$ cat src/tdq_pkg.sv
`timescale 1ns / 1ps
`default_nettype none

package tdq_pkg;

    // Fixed widths of the external fields
    localparam int TAG_IN_W    = 16;
    localparam int COUNT_OUT_W = 5;

    typedef enum logic [1:0] {
        REQ_PUSH_BACK = 2'd0,
        REQ_POP_BACK  = 2'd1,
        REQ_POP_FRONT = 2'd2,
        REQ_REMOVE    = 2'd3
    } req_t;

    typedef enum logic [1:0] {
        ST_OK        = 2'd0,
        ST_EMPTY     = 2'd1,
        ST_FULL      = 2'd2,
        ST_NOT_FOUND = 2'd3
    } status_t;

    typedef struct packed {
        req_t                  op;
        logic [TAG_IN_W-1:0]   tag;
    } request_t;

    typedef struct packed {
        logic [TAG_IN_W-1:0]    tag;
        status_t                status;
        logic [COUNT_OUT_W-1:0] count;
    } result_t;

endpackage

`default_nettype wire

$ cat src/tdq_engine.sv
`timescale 1ns / 1ps
`default_nettype none

module tdq_engine #(
    parameter int LIST_DEPTH = 16,
    parameter int TAG_BITS   = 16
) (
    input  wire logic              clk,
    input  wire logic              rst_n,
    input  wire logic              req_valid,
    input  wire tdq_pkg::request_t req,
    output logic                   req_ready,
    output logic                   res_valid,
    output tdq_pkg::result_t       res,
    input  wire logic              res_ready
);

    localparam int TAG_W     = (TAG_BITS < tdq_pkg::TAG_IN_W) ? TAG_BITS : tdq_pkg::TAG_IN_W;
    localparam int CW        = $clog2(LIST_DEPTH + 1);
    localparam int AW        = $clog2(LIST_DEPTH);
    localparam int TAG_OUT_W = tdq_pkg::TAG_IN_W;
    localparam int CNT_OUT_W = tdq_pkg::COUNT_OUT_W;

    typedef enum logic [1:0] {
        IDLE,
        SCAN,
        RESULT
    } state_t;

    state_t            state_reg;
    logic [CW-1:0]     count_reg;
    logic [CW-1:0]     rd_addr_reg;
    logic [AW-1:0]     pend_addr_reg;
    logic              pend_reg;
    logic              found_reg;
    logic              match_any_reg;
    logic [TAG_W-1:0]  tag_reg;
    logic [TAG_W-1:0]  got_reg;
    tdq_pkg::status_t  status_reg;

    logic [TAG_W-1:0]  mem [LIST_DEPTH];
    logic [TAG_W-1:0]  rd_data_reg;

    logic [TAG_W-1:0]  req_tag;
    logic              push_we;
    logic              shift_we;
    logic              mem_we;
    logic [AW-1:0]     mem_waddr;
    logic [TAG_W-1:0]  mem_wdata;
    logic              issue;
    logic              data_match;
    logic              scan_done;

    assign req_tag = req.tag[TAG_W-1:0];

    // Reads walk upwards and shift writes land one below an address already read,
    // so a read never meets a pending write to the same entry.
    always_comb
    begin
        issue      = (state_reg == SCAN) && (rd_addr_reg < count_reg);
        data_match = pend_reg && !found_reg &&
                     (match_any_reg || ((tag_reg != '0) && (rd_data_reg == tag_reg)));
        scan_done  = (state_reg == SCAN) && !issue && !pend_reg;
        push_we    = (state_reg == IDLE) && req_valid && (req.op == tdq_pkg::REQ_PUSH_BACK) &&
                     (req_tag != '0) && (count_reg != CW'(LIST_DEPTH));
        shift_we   = pend_reg && found_reg;
        mem_we     = push_we || shift_we;
        if (shift_we)
        begin
            mem_waddr = pend_addr_reg - 1'b1;
            mem_wdata = rd_data_reg;
        end
        else
        begin
            mem_waddr = count_reg[AW-1:0];
            mem_wdata = req_tag;
        end
    end

    always_ff @(posedge clk)
    begin
        if (mem_we)
        begin
            mem[mem_waddr] <= mem_wdata;
        end
        if (issue)
        begin
            rd_data_reg <= mem[rd_addr_reg[AW-1:0]];
        end
    end

    always_ff @(posedge clk or negedge rst_n)
    begin
        if (!rst_n)
        begin
            state_reg     <= IDLE;
            count_reg     <= '0;
            rd_addr_reg   <= '0;
            pend_reg      <= 1'b0;
            found_reg     <= 1'b0;
            pend_addr_reg <= '0;
            match_any_reg <= 1'b0;
            tag_reg       <= '0;
            got_reg       <= '0;
            status_reg    <= tdq_pkg::ST_OK;
        end
        else
        begin
            unique case (state_reg)
                IDLE:
                begin
                    if (req_valid)
                    begin
                        tag_reg       <= req_tag;
                        got_reg       <= '0;
                        found_reg     <= 1'b0;
                        pend_reg      <= 1'b0;
                        match_any_reg <= (req.op != tdq_pkg::REQ_REMOVE);
                        status_reg    <= tdq_pkg::ST_OK;
                        unique case (req.op)
                            tdq_pkg::REQ_PUSH_BACK:
                            begin
                                state_reg <= RESULT;
                                if (req_tag != '0)
                                begin
                                    if (count_reg == CW'(LIST_DEPTH))
                                    begin
                                        status_reg <= tdq_pkg::ST_FULL;
                                    end
                                    else
                                    begin
                                        count_reg <= count_reg + 1'b1;
                                    end
                                end
                            end
                            tdq_pkg::REQ_POP_BACK,
                            tdq_pkg::REQ_POP_FRONT,
                            tdq_pkg::REQ_REMOVE:
                            begin
                                if (count_reg == '0)
                                begin
                                    status_reg <= tdq_pkg::ST_EMPTY;
                                    state_reg  <= RESULT;
                                end
                                else
                                begin
                                    // a back pop reads only the last entry
                                    rd_addr_reg <= (req.op == tdq_pkg::REQ_POP_BACK) ?
                                                   count_reg - 1'b1 : '0;
                                    state_reg   <= SCAN;
                                end
                            end
                            default:
                            begin
                                state_reg <= RESULT;
                            end
                        endcase
                    end
                end
                SCAN:
                begin
                    pend_reg      <= issue;
                    pend_addr_reg <= rd_addr_reg[AW-1:0];
                    if (issue)
                    begin
                        rd_addr_reg <= rd_addr_reg + 1'b1;
                    end
                    if (data_match)
                    begin
                        found_reg <= 1'b1;
                        got_reg   <= rd_data_reg;
                    end
                    if (scan_done)
                    begin
                        state_reg <= RESULT;
                        if (found_reg)
                        begin
                            count_reg <= count_reg - 1'b1;
                        end
                        else
                        begin
                            status_reg <= tdq_pkg::ST_NOT_FOUND;
                        end
                    end
                end
                RESULT:
                begin
                    if (res_ready)
                    begin
                        state_reg <= IDLE;
                    end
                end
                default:
                begin
                    state_reg <= IDLE;
                end
            endcase
        end
    end

    assign req_ready  = (state_reg == IDLE);
    assign res_valid  = (state_reg == RESULT);
    assign res.tag    = TAG_OUT_W'(got_reg);
    assign res.status = status_reg;
    assign res.count  = CNT_OUT_W'(count_reg);

endmodule

`default_nettype wire

$ cat src/tag_deque_with_remove.sv
// Ordered tag list with push back, pop back, pop front and remove by value.
// Input channel: in_valid / in_stall carry req_type and tag_in; a transfer
// takes place on a rising edge with in_valid high and in_stall low.
// Output channel: out_valid / out_stall carry tag_out, status and entry_count,
// one result per request, in request order.
// Tags live in a single memory with one registered read port and one write
// port; one entry is read per cycle.
// Work per request, with N the number of stored tags at the request:
//   push, or any request on an empty list: the result is formed without
//   a memory read;
//   pop back: one read of the last entry; pop front and remove: a walk
//   through all N entries in the memory that finds the entry and closes up.
// One request is worked on at a time; in_stall stays high meanwhile.
// The output register holds a finished result while out_stall is high and the
// next request is worked on behind it.
// Reset empties the list and drops any pending result; the memory is not
// cleared, entries at or above the count are never read.
`timescale 1ns / 1ps
`default_nettype none

module tag_deque_with_remove #(
    parameter int LIST_DEPTH = 16,
    parameter int TAG_BITS   = 16
) (
    input  wire logic        clk,
    input  wire logic        rst_n,
    input  wire logic        in_valid,
    output logic             in_stall,
    input  wire logic [1:0]  req_type,
    input  wire logic [15:0] tag_in,
    output logic             out_valid,
    input  wire logic        out_stall,
    output logic [15:0]      tag_out,
    output logic [1:0]       status,
    output logic [4:0]       entry_count
);

    tdq_pkg::request_t req;
    tdq_pkg::result_t  res;
    tdq_pkg::result_t  out_res_reg;
    logic              req_ready;
    logic              res_valid;
    logic              res_ready;
    logic              out_valid_reg;

    assign req.op  = tdq_pkg::req_t'(req_type);
    assign req.tag = tag_in;

    tdq_engine #(
        .LIST_DEPTH (LIST_DEPTH),
        .TAG_BITS   (TAG_BITS)
    ) u_engine (
        .clk       (clk),
        .rst_n     (rst_n),
        .req_valid (in_valid),
        .req       (req),
        .req_ready (req_ready),
        .res_valid (res_valid),
        .res       (res),
        .res_ready (res_ready)
    );

    // advance the output register whenever it is empty or being drained
    assign res_ready = !out_valid_reg || !out_stall;

    always_ff @(posedge clk or negedge rst_n)
    begin
        if (!rst_n)
        begin
            out_valid_reg <= 1'b0;
        end
        else if (res_ready)
        begin
            out_valid_reg <= res_valid;
        end
    end

    always_ff @(posedge clk)
    begin
        if (res_ready && res_valid)
        begin
            out_res_reg <= res;
        end
    end

    assign in_stall    = !req_ready;
    assign out_valid   = out_valid_reg;
    assign tag_out     = out_res_reg.tag;
    assign status      = out_res_reg.status;
    assign entry_count = out_res_reg.count;

`ifndef SYNTH
    a_busy_after_transfer: assert property (@(posedge clk) disable iff (!rst_n)
        in_valid && !in_stall |=> in_stall)
        else $error("request taken while a previous one is still in progress");

    a_full_count: assert property (@(posedge clk) disable iff (!rst_n)
        out_valid && (status == tdq_pkg::ST_FULL) |-> entry_count == 5'(LIST_DEPTH))
        else $error("full status with a count below the depth");

    a_empty_result: assert property (@(posedge clk) disable iff (!rst_n)
        out_valid && (status == tdq_pkg::ST_EMPTY) |-> entry_count == '0 && tag_out == '0)
        else $error("empty status with a tag or nonzero count");

    a_no_tag_on_fail: assert property (@(posedge clk) disable iff (!rst_n)
        out_valid && (status == tdq_pkg::ST_NOT_FOUND) |-> tag_out == '0)
        else $error("tag returned for a failed removal");
`endif

endmodule

`default_nettype wire

$ cat config.mk
export PLATFORM = sky130hd
export DESIGN_NAME = tag_deque_with_remove
export DESIGN_NICKNAME = d
export VERILOG_FILES = /design/src/tdq_pkg.sv /design/src/tdq_engine.sv /design/src/tag_deque_with_remove.sv
export SDC_FILE = /design/constraint.sdc
export NUM_CORES = 1
export LEC_CHECK = 0
export BUFFER_PORTS_ARGS = -buffer_cell sky130_fd_sc_hd__buf_2
export CAP_MARGIN = 20
export CORE_AREA = 8 8 222 224
export DETAILED_ROUTE_END_ITERATION = 10
export DIE_AREA = 0 0 230 232
export PLACE_DENSITY = 0.53
export SLEW_MARGIN = 20
export SYNTH_ARGS = -nofsm -noshare
export SYNTH_HDL_FRONTEND = slang
export SYNTH_SLANG_ARGS = --single-unit
export TNS_END_PERCENT = 30
$ cat constraint.sdc
create_clock -name clk -period 5.29 [get_ports clk]
set_clock_uncertainty 0.15 [all_clocks]
set_input_delay 0.529 -clock clk [delete_from_list [all_inputs] [get_ports clk]]
set_output_delay 0.529 -clock clk [all_outputs]
set_load 0.1 [all_outputs]
* Word level (Yosys, flattened, before mapping)
Memory sizes are Yosys's and may differ from the RTL's. A register that Yosys moved wholly into a read port is not among the register bits.
Cells that the tools add are included.
** Storage, ports and cells
- Register bits after elaboration :: 77
- Memories :: 1
- Memory bits (writable) :: 256
- Output and inout port bits :: 25
- Bits of input ports :: 22
- Logic and storage cells :: 114
** Cells by class
- Eq/ne operators :: 21
- $add $sub $neg :: 4
- $lt $le $gt $ge :: 1
- Mux-type cells :: 38
- Reduce and logical (&&, ||, !) cells :: 35
** Memories
- u_engine.mem :: words 16, bits a word 16, rd ports 1, clocked after Yosys merged registers in 1, wr ports 1, RTL line tdq_engine.sv:41 : logic [TAG_W-1:0] mem [LIST_DEPTH];
** Operators by type and width (count)
- $mux W5 :: 11
- $mux W16 :: 3
- $pmux W16 S2 :: 1
- $reduce_bool A16 Y1 :: 2
- $pmux W5 S2 :: 2
- $mux W2 :: 9
- $eq A16 B16 Y1 :: 1
- $ne A2 B1 Y1 const B :: 8
- $logic_and A1 B1 Y1 :: 12
- $pmux W2 S2 :: 3
- $add A5 B1 Y5 const B :: 2
- $ne A2 B2 Y1 const B :: 5
- $reduce_and A7 Y1 :: 1
- $eq A2 B2 Y1 const B :: 3
- $logic_not A1 Y1 :: 6
- $pmux W2 S3 :: 1
- $reduce_and A3 Y1 :: 2
- $eq A5 B5 Y1 const B :: 1
- $logic_not A5 Y1 :: 1
- $lt A5 B5 Y1 :: 1
- $mux W1 :: 5
- $ne A5 B5 Y1 const B :: 1
- $reduce_and A5 Y1 :: 1
- $sub A5 B1 Y5 const B :: 1
- other kinds (10) :: 16

* Longest topological paths before layout
Gate-level depths: netlist of the first run.
- Word-level depth :: 8
- Mapped depth :: 8
- Depth with buffers taken out :: 7

* Hierarchy
A second synthesis of the first run with hierarchy kept.
** Unflattened totals
- Cell total of the unflattened synthesis :: 1021
- Area total of the unflattened synthesis :: 14645.3 um^2
** Modules (own cells, without submodules)
- tdq_engine :: area an instance 13903.3 um^2, sequential area each 9494.1 um^2, times used 1, cells an instance 993
- tag_deque_with_remove :: area an instance 742.0 um^2, sequential area each 715.7 um^2, times used 1, cells an instance 28

* Worst setup path after synthesis of the first run
OpenSTA, ideal clock, no wires.
- Kind :: input to register
- Start :: input req_type[1]
- End :: memory u_engine.mem[14][0] in the netlist's numbering (enable)
- Data required time :: 4752 ps
- Arrival :: 2148 ps
- Path buffers :: 0
- Cell stages on the path :: 5
- Path slack :: 2604 ps
- Setup time :: 388 ps
- Path through :: or2_2 > a41oi_1 > a32o_1 > nand2_1 > nor2_1
** On the way
- Word-level cells in the longest chain between the ends :: 7
** RTL lines
- from (decl) :: RTL line tag_deque_with_remove.sv:29 : input wire logic [1:0] req_type,
- $logic_not A2 Y1 :: RTL line tdq_engine.sv:64 : push_we = (state_reg == IDLE) && req_valid && (req.op == tdq_pkg::REQ_PUSH_BACK) &&
- $logic_and A1 B1 Y1 (2 in a row) :: RTL line tdq_engine.sv:64
- $logic_and A1 B1 Y1 :: RTL line tdq_engine.sv:65 : (req_tag != '0) && (count_reg != CW'(LIST_DEPTH));
- $logic_or A1 B1 Y1 :: RTL line tdq_engine.sv:67 : mem_we = push_we || shift_we;
- $mux W1 :: RTL line tdq_engine.sv:82 : if (mem_we)
- $mux W1 (not written as such) :: RTL line tdq_engine.sv:84 : mem[mem_waddr] <= mem_wdata;
- to (decl) :: RTL line tdq_engine.sv:41
Every way passes these cells.

* Final worst setup path of the first run
- Start :: register u_engine.state_reg[0]
- End :: memory u_engine.mem[6][1] in the netlist's numbering (enable)
** On the way
- Word-level cells in the longest chain between the ends :: 8
** RTL lines
- from (decl) :: RTL line tdq_engine.sv:30 : state_t state_reg;
- from (signal assigned) :: RTL line tdq_engine.sv:96 : state_reg <= IDLE;
- from (signal assigned) :: RTL line tdq_engine.sv:123 : state_reg <= RESULT;
- from (signal assigned) :: RTL line tdq_engine.sv:143 : state_reg <= RESULT;
- $logic_not A2 Y1 :: RTL line tdq_engine.sv:64
- $logic_and A1 B1 Y1 (3 in a row) :: RTL line tdq_engine.sv:64
- $logic_and A1 B1 Y1 :: RTL line tdq_engine.sv:65
- $logic_or A1 B1 Y1 :: RTL line tdq_engine.sv:67
- $mux W1 :: RTL line tdq_engine.sv:82
- $mux W1 (not written as such) :: RTL line tdq_engine.sv:84
Every way passes these cells.

==> results.toml, run 1 <==
[die]
die-height_um = 232
dieArea_sq_um = 53360
start_util_pct = 30.46
fp.coreArea_sq_um = 45860
fp-row-count = 79
io_pins = 47
die_w_um = 230

[hold_path]
timing.hold.worst_endpoint = "u_engine.match_any_reg"
worst_hold_path_type = "in2reg"
min_path_cells = 2
holdCritStartpoint = "req_type[1]"

[grt]
grt_max_degree = 55
grt_use_total_pct = 12.57
globalRoute.totalOverflow = 0
grt_pass1_wl_um = 49750
first_global_vias = 7315
initial_antenna_violation_count = 0

[detailed_routing]
wire_per_inst_um = 23.14
drt_iter0_drcs = 558
antenna_violating_nets_post_route = 0
wl_um = 33860
detailroute.via_count = 7108
drt_pass1_iterations = 5
post_drt_via_cell_ratio = 4.859
remaining_drc_errors = 0

[final_layout]
layoutNonFillerInstCount = 1463
finish.net_count = 858
diodes = 0
largest_register_ff_count = 256
largest-register = "u_engine.mem"
relative_area_change_from_synthesis_to_final_layout_pct = 15.21
fillers = 4340
layout-drive-gt1-share_pct = 26.17

[synthesis]
syn_area_per_cell_sq_um = 18.24
synth-seq-cells = 349
most_numerous_cell_in_the_yosys_netlist = "sky130_fd_sc_hd__edfxtp_1"
synth_top_cell_by_area = "sky130_fd_sc_hd__edfxtp_1"
synthTopCellsByArea = "sky130_fd_sc_hd__edfxtp_1 (63%), sky130_fd_sc_hd__mux4_2 (13%), sky130_fd_sc_hd__dfrtp_1 (9.7%)"
yosysTopAreaCellShare_pct = 63.41
postSynth.asyncResetShare_pct = 15.47
yosys_most_used_dff = "sky130_fd_sc_hd__edfxtp_1"
post_synth_inst_count = 766
mappedNetlistNets = 797
post_synth_instance_area_sq_um = 13970
yosys_warnings = 0
most_used_standard_cells_in_the_synthesized_netlist = "sky130_fd_sc_hd__edfxtp_1 (295), sky130_fd_sc_hd__nand2_1 (123), sky130_fd_sc_hd__mux4_2 (80)"
post_synth_num_cell_types = 53
yosysSeqAreaShare_pct = 73.08
synth_enable_flop_cells = 295

[cts]
clock_sinks = 349
clk_pin_slew_worst_paths_ps = 60
clk_path_buf_depth = 3
clock_tree.htree_level_count = 2
cts.repair.resized = 0
clock_tree_from_tritoncts = "yes"
clockRootBuffer = "sky130_fd_sc_hd__clkbuf_16"
clk-insertion-delay-late_ps = 530
cts_inserted_buffers = 37

[pwr]
power_density_nw_per_um2 = 550.7
power_mw = 8.864
irDropWorstVdd_uv = 373.5
p_leak_nw = 5.402

[sta]
grt_setup_unrepaired = "false"
worst_hold_slack_ps = 83.35
totalNegativeSetupSlack_ps = 0
setup_ws_ps = 1900
report.final.setup_viol = 0
worst_slew_pin_slew_ps = 966.6
slew_headroom_pct = 35.49
number_of_pins_exceeding_their_max_slew_limit_in_the_final_report = 0
timing.final.hold_violations = 0
timing.final.crit_period_ps = 3390
fmax_ghz = 0.2950
timing.final.crit_share_pct = 64.08

[worst_setup_path]
peak_fanout_along_the_critical_path = 21
worst-r2r-cell-count = 5
cp_data_required_time_ps = 5290
critical_path.startpoint_type = "flip-flop"
critical_path.max_stage_delay_ps = 780
critical-path-slowest-cell = "sky130_fd_sc_hd__nor2_2"
timing.rr.end = "u_engine.mem[6][1]"
endpoint_kind = "flip-flop"
critical_path.cell_chain = "or3b_1, a31oi_1, a32o_1, nand2b_1, nor2_2"
critPathArrivalTime_ps = 3390
r2r_setup_slack_ps = 1900
path_class = "reg2reg"
worstSetupStartpoint = "u_engine.state_reg[0]"
regToRegStartpoint = "u_engine.state_reg[0]"

[place]
place.detailed.hpwl_um = 22330
globalplace.congestion = 0.7712
numPlacedInstances = 1394
placement.setup.worst_slack_ps = 1715
portBuffers = 46

[run_status]
run_status = "complete, no violations"

[flow_run]
max_cap_violations = 0
## what timing repair did
action / CTS / global route
endpoints found under the hold margin: 6 / 0
hold buffers: 1 / 0
setup buffers: 0 / 0
## worst max-delay path: cells and delay by family, from the launching register on
family,cells,cell delay (ps)
and+or+nand+nor,3,1710
DFF,1,470
AOI/OAI and AO/OA,2,660
## worst max-delay path by stage
stage	end	slack [ps]	depth (start not counted)
floorplan	u_engine.mem[14][0]	2600	5
global placement	u_engine.mem[5][3]	1760	6
detailed placement	u_engine.mem[2][13]	1720	6
CTS	u_engine.mem[4][9]	1850	5
global route	u_engine.mem[2][6]	1670	5
finish	u_engine.mem[6][1]	1900	5
## cell families (layout without fill, tap and decap cells)
| logic type | count (synthesis) | count (layout) | synth area share (%) |
|---|---|---|---|
| muxes | 84 | 84 | 13.20 |
| DFF | 349 | 349 | 73.08 |
| adders and majority gates | 9 | 9 | 0.8060 |
| xor gates and xnor gates | 26 | 26 | 1.630 |
| and+or+nand+nor | 193 | 193 | 6.215 |
| buffers and inverters | 45 | 135 | 1.684 |
| AOI/OAI and AO/OA | 60 | 60 | 3.385 |
## layout by cell type (no fill, tap or decap), types with 7 or more instances in the layout
cell and n:
sky130_fd_sc_hd__nor4_1 10, sky130_fd_sc_hd__buf_2 46, sky130_fd_sc_hd__ha_1 9, sky130_fd_sc_hd__inv_1 11
sky130_fd_sc_hd__clkbuf_16 40, sky130_fd_sc_hd__dfrtp_1 52, sky130_fd_sc_hd__mux4_2 80, sky130_fd_sc_hd__xnor2_1 9
sky130_fd_sc_hd__edfxtp_1 295, sky130_fd_sc_hd__clkinv_2 8, sky130_fd_sc_hd__xor2_1 17, sky130_fd_sc_hd__nor2_1 12
sky130_fd_sc_hd__nand2_1 123, sky130_fd_sc_hd__nor2_2 16, sky130_fd_sc_hd__o21ai_0 9, sky130_fd_sc_hd__buf_4 9
sky130_fd_sc_hd__clkinv_1 7, sky130_fd_sc_hd__a22o_1 10
## final cells by class
cell class / count / area [sq um] / share of cell area (%)
inverter: 11 / 41.29 / 0.2565
timing repair buffer: 56 / 307.8 / 1.912
tap: 607 / 759.5 / 4.719
clock buffer: 48 / 1051 / 6.530
sequential: 349 / 10210 / 63.46
multi-input combinational: 372 / 3570 / 22.18
clock inverter: 20 / 151.4 / 0.9406
## through the flow
stage	cell area (sq um)	util, %
after CTS	16100	35.09
after global placement	14880	32.45
after floorplan	13970	-
after detailed placement	14880	32.45
final	16100	35.09
after global routing	16100	35.09
## layer usage
| layer | global-route usage, % | up-vias | wire length [um] |
|---|---|---|---|
| met4 | 4.336 | 0 | 1087 |
| met2 | 20.74 | 187 | 16490 |
| li1 | - | 3145 | - |
| met5 | 0 | - | 0 |
| met3 | 2.834 | 60 | 1731 |
| met1 | 16.23 | 3716 | 14550 |
## report_power, final
| part | leakage (nW) | switching (mW) | internal [mW] | total [mW] |
|---|---|---|---|---|
| registers | 3.36 | 0.429 | 3.53 | 3.96 |
| clock network | 0.594 | 1.05 | 1.50 | 2.56 |
| logic | 1.45 | 1.46 | 0.885 | 2.35 |
(Power assumes the default switching activity.)
==> run 2: changes to the inputs <==
- PLACE_DENSITY: 0.53 -> 0.55
- clock period: 5.29 -> 2.9 ns (I/O delays scaled with it)
==> run 2 against run 1 <==
The run now ends with negative setup slack left. Sequential share of layout area fell by 2.4 points. Fmax grew 16%. Clock power rose by 79%. Cell count rose by 4.5%. Critical endpoint is now u_engine.mem[7][4]. Largest power group unchanged.
==> results.toml, run 2 (synthesis gave the netlist of run 1 again) <==
[final_layout]
largest-register = "u_engine.mem"
layout_commonest_cell = "sky130_fd_sc_hd__edfxtp_1"
layout_common_cells = "sky130_fd_sc_hd__edfxtp_1 (295), sky130_fd_sc_hd__nand2_1 (123), sky130_fd_sc_hd__mux4_2 (80)"
relative_area_change_from_synthesis_to_final_layout_pct = 19.78
final_area_sq_um = 16730
diodes = 0
layoutNonFillerInstCount = 1529
layout-drive-gt1-share_pct = 28.74
largest_register_ff_count = 256
finish.net_count = 924
finalCoreUtilization_pct = 36.49
fillers = 4288

[worst_setup_path]
worst-r2r-cell-count = 7
timing.rr.end = "u_engine.mem[7][4]"
peak_fanout_along_the_critical_path = 16
regToRegStartpoint = "u_engine.state_reg[0]"
critPathArrivalTime_ps = 2930
crit_path_end = "u_engine.mem[7][4]"
critical_path.top_delay_family = "simple AND/OR/NAND/NOR gates"
critical-path-slowest-cell = "sky130_fd_sc_hd__nor2_2"
r2r_setup_slack_ps = -30
critical_path.n_buffers_inverters = 2
critical_path.max_stage_delay_ps = 800
worst_path_most_repeated_cell = "sky130_fd_sc_hd__buf_4"
endpoint_kind = "flip-flop"
path_class = "reg2reg"
worstSetupStartpoint = "u_engine.state_reg[0]"
critical_path.cell_chain = "or3b_1, a31oi_1, buf_4, a41o_1, buf_4, nand2b_1, nor2_2"
critical_path.startpoint_type = "flip-flop"
cp_data_required_time_ps = 2900
cp.depth = 7

[sta]
report.final.setup_viol = 16
timing.final.crit_period_ps = 2928
slew_headroom_pct = 23.28
setup_ws_ps = -28.38
fmax_ghz = 0.3415
worst_slew_pin_slew_ps = 1145
timing.final.hold_violations = 0
number_of_pins_exceeding_their_max_slew_limit_in_the_final_report = 0
grt_setup_unrepaired = "true"
totalNegativeSetupSlack_ps = -387.9
timing.final.crit_share_pct = 101.0

[die]
die-height_um = 232
dieArea_sq_um = 53360
fp.coreArea_sq_um = 45860
start_util_pct = 30.46
die_w_um = 230
io_pins = 47
fp-row-count = 79

[cts]
clock_sinks = 349
clock_tree_from_tritoncts = "yes"
clock_tree.htree_level_count = 2
clk-insertion-delay-late_ps = 540
cts_inserted_buffers = 38
clk_pin_slew_worst_paths_ps = 60
clk_path_buf_depth = 3
clockRootBuffer = "sky130_fd_sc_hd__clkbuf_16"
post-cts-setup-buffer-count = 0

[grt]
first_global_vias = 7505
grt_use_total_pct = 11.04
globalRoute.totalOverflow = 0
initial_antenna_violation_count = 0
grt_pass1_wl_um = 45930
grt_max_degree = 51

[hold_path]
worst_hold_path_type = "in2reg"

[pwr]
irDropWorstVdd_uv = 471.5
power_density_nw_per_um2 = 972.3
power_mw = 16.27
p_leak_nw = 5.711

[place]
globalplace.congestion = 0.7829
portBuffers = 46
dpl_cell_area_sq_um = 15270
place.detailed.hpwl_um = 20020
numPlacedInstances = 1439

[run_status]
violations = "negative setup slack"
run_status = "complete, but fails checks"

[detailed_routing]
detailroute.via_count = 7193
wire_per_inst_um = 19.25
wl_um = 29430
remaining_drc_errors = 0
post_drt_via_cell_ratio = 4.704
drt_pass1_iterations = 5
antenna_violating_nets_post_route = 0
drt_iter0_drcs = 570

[flow_run]
max_cap_violations = 0
## run 2: cell types whose count changed in the layout (fill, tap and decap cells not counted), moves of 3 or more
cell / before / now
sky130_fd_sc_hd__clkinv_2: 8 / 4
sky130_fd_sc_hd__clkinv_1: 7 / 10
sky130_fd_sc_hd__dlygate4sd3_1: 1 / 21
sky130_fd_sc_hd__nor2_2: 16 / 4
sky130_fd_sc_hd__buf_4: 9 / 50
sky130_fd_sc_hd__buf_12: 0 / 4
sky130_fd_sc_hd__nor2_4: 1 / 13
## run 2: worst reg2reg max path, stage by stage, from the launching register on
cell	delay, ps
sky130_fd_sc_hd__dfrtp_1	370
sky130_fd_sc_hd__or3b_1	430
sky130_fd_sc_hd__a31oi_1	180
sky130_fd_sc_hd__buf_4	160
sky130_fd_sc_hd__a41o_1	190
sky130_fd_sc_hd__buf_4	100
sky130_fd_sc_hd__nand2b_1	150
sky130_fd_sc_hd__nor2_2	810
## run 2: through the flow
step | hold WS (ps) | worst slack (ps)
2_1_floorplan | -155.6 | 231.3
3_3_place_gp | 197.6 | -2.233
3_5_place_dp | 205.6 | -68.77
4_1_cts | 59.46 | -95.91
5_1_grt | 146.1 | -198.7
6_report | 91.03 | -28.38
## run 2: how the worst min path moves through the flow
stage          depth (start not counted)  startpoint  slack, ps               endpoint
2_1_floorplan                          0       rst_n       -160              out_valid
3_3_place_gp                           1       rst_n        200  u_engine.count_reg[4]
3_5_place_dp                           1       rst_n        210  u_engine.count_reg[4]
4_1_cts                                5    in_valid         60      u_engine.pend_reg
5_1_grt                                5    in_valid        150      u_engine.pend_reg
6_report                               5    in_valid         90      u_engine.pend_reg
## run 2: timing repair
action,CTS,global route
hold endpoints to repair,44,0
hold buffers,21,0
pin swaps,0,0
gates resized for setup,2,10
endpoints found under the setup margin,53,224
## run 2: layout make-up
| class | instances | area [sq um] | area share [%] |
|---|---|---|---|
| clock buffers | 50 | 1036 | 6.191 |
| clock inverters | 19 | 157.7 | 0.9421 |
| inverters | 11 | 41.29 | 0.2467 |
| multi-input cells | 372 | 3630 | 21.69 |
| flip-flops and latches | 349 | 10210 | 61.04 |
| well taps | 607 | 759.5 | 4.538 |
| repair buffers | 121 | 895.9 | 5.353 |
## run 2: metal layers
layer	routed length (um)	part of all wire, %	vias to the layer above	track usage (%)
li1	-	-	3274	-
met1	14180	48	3691	15.69
met2	13210	45	184	16.96
met3	1494	5.1	44	2.407
met4	550	1.9	0	3.029
met5	0	0	-	0
## run 2: where the power goes
part | internal, mW | leakage (nW) | switching [mW]
Sequential | 6.44 | 3.36 | 0.469
Clock | 2.63 | 0.584 | 1.95
Combinational | 1.89 | 1.77 | 2.89
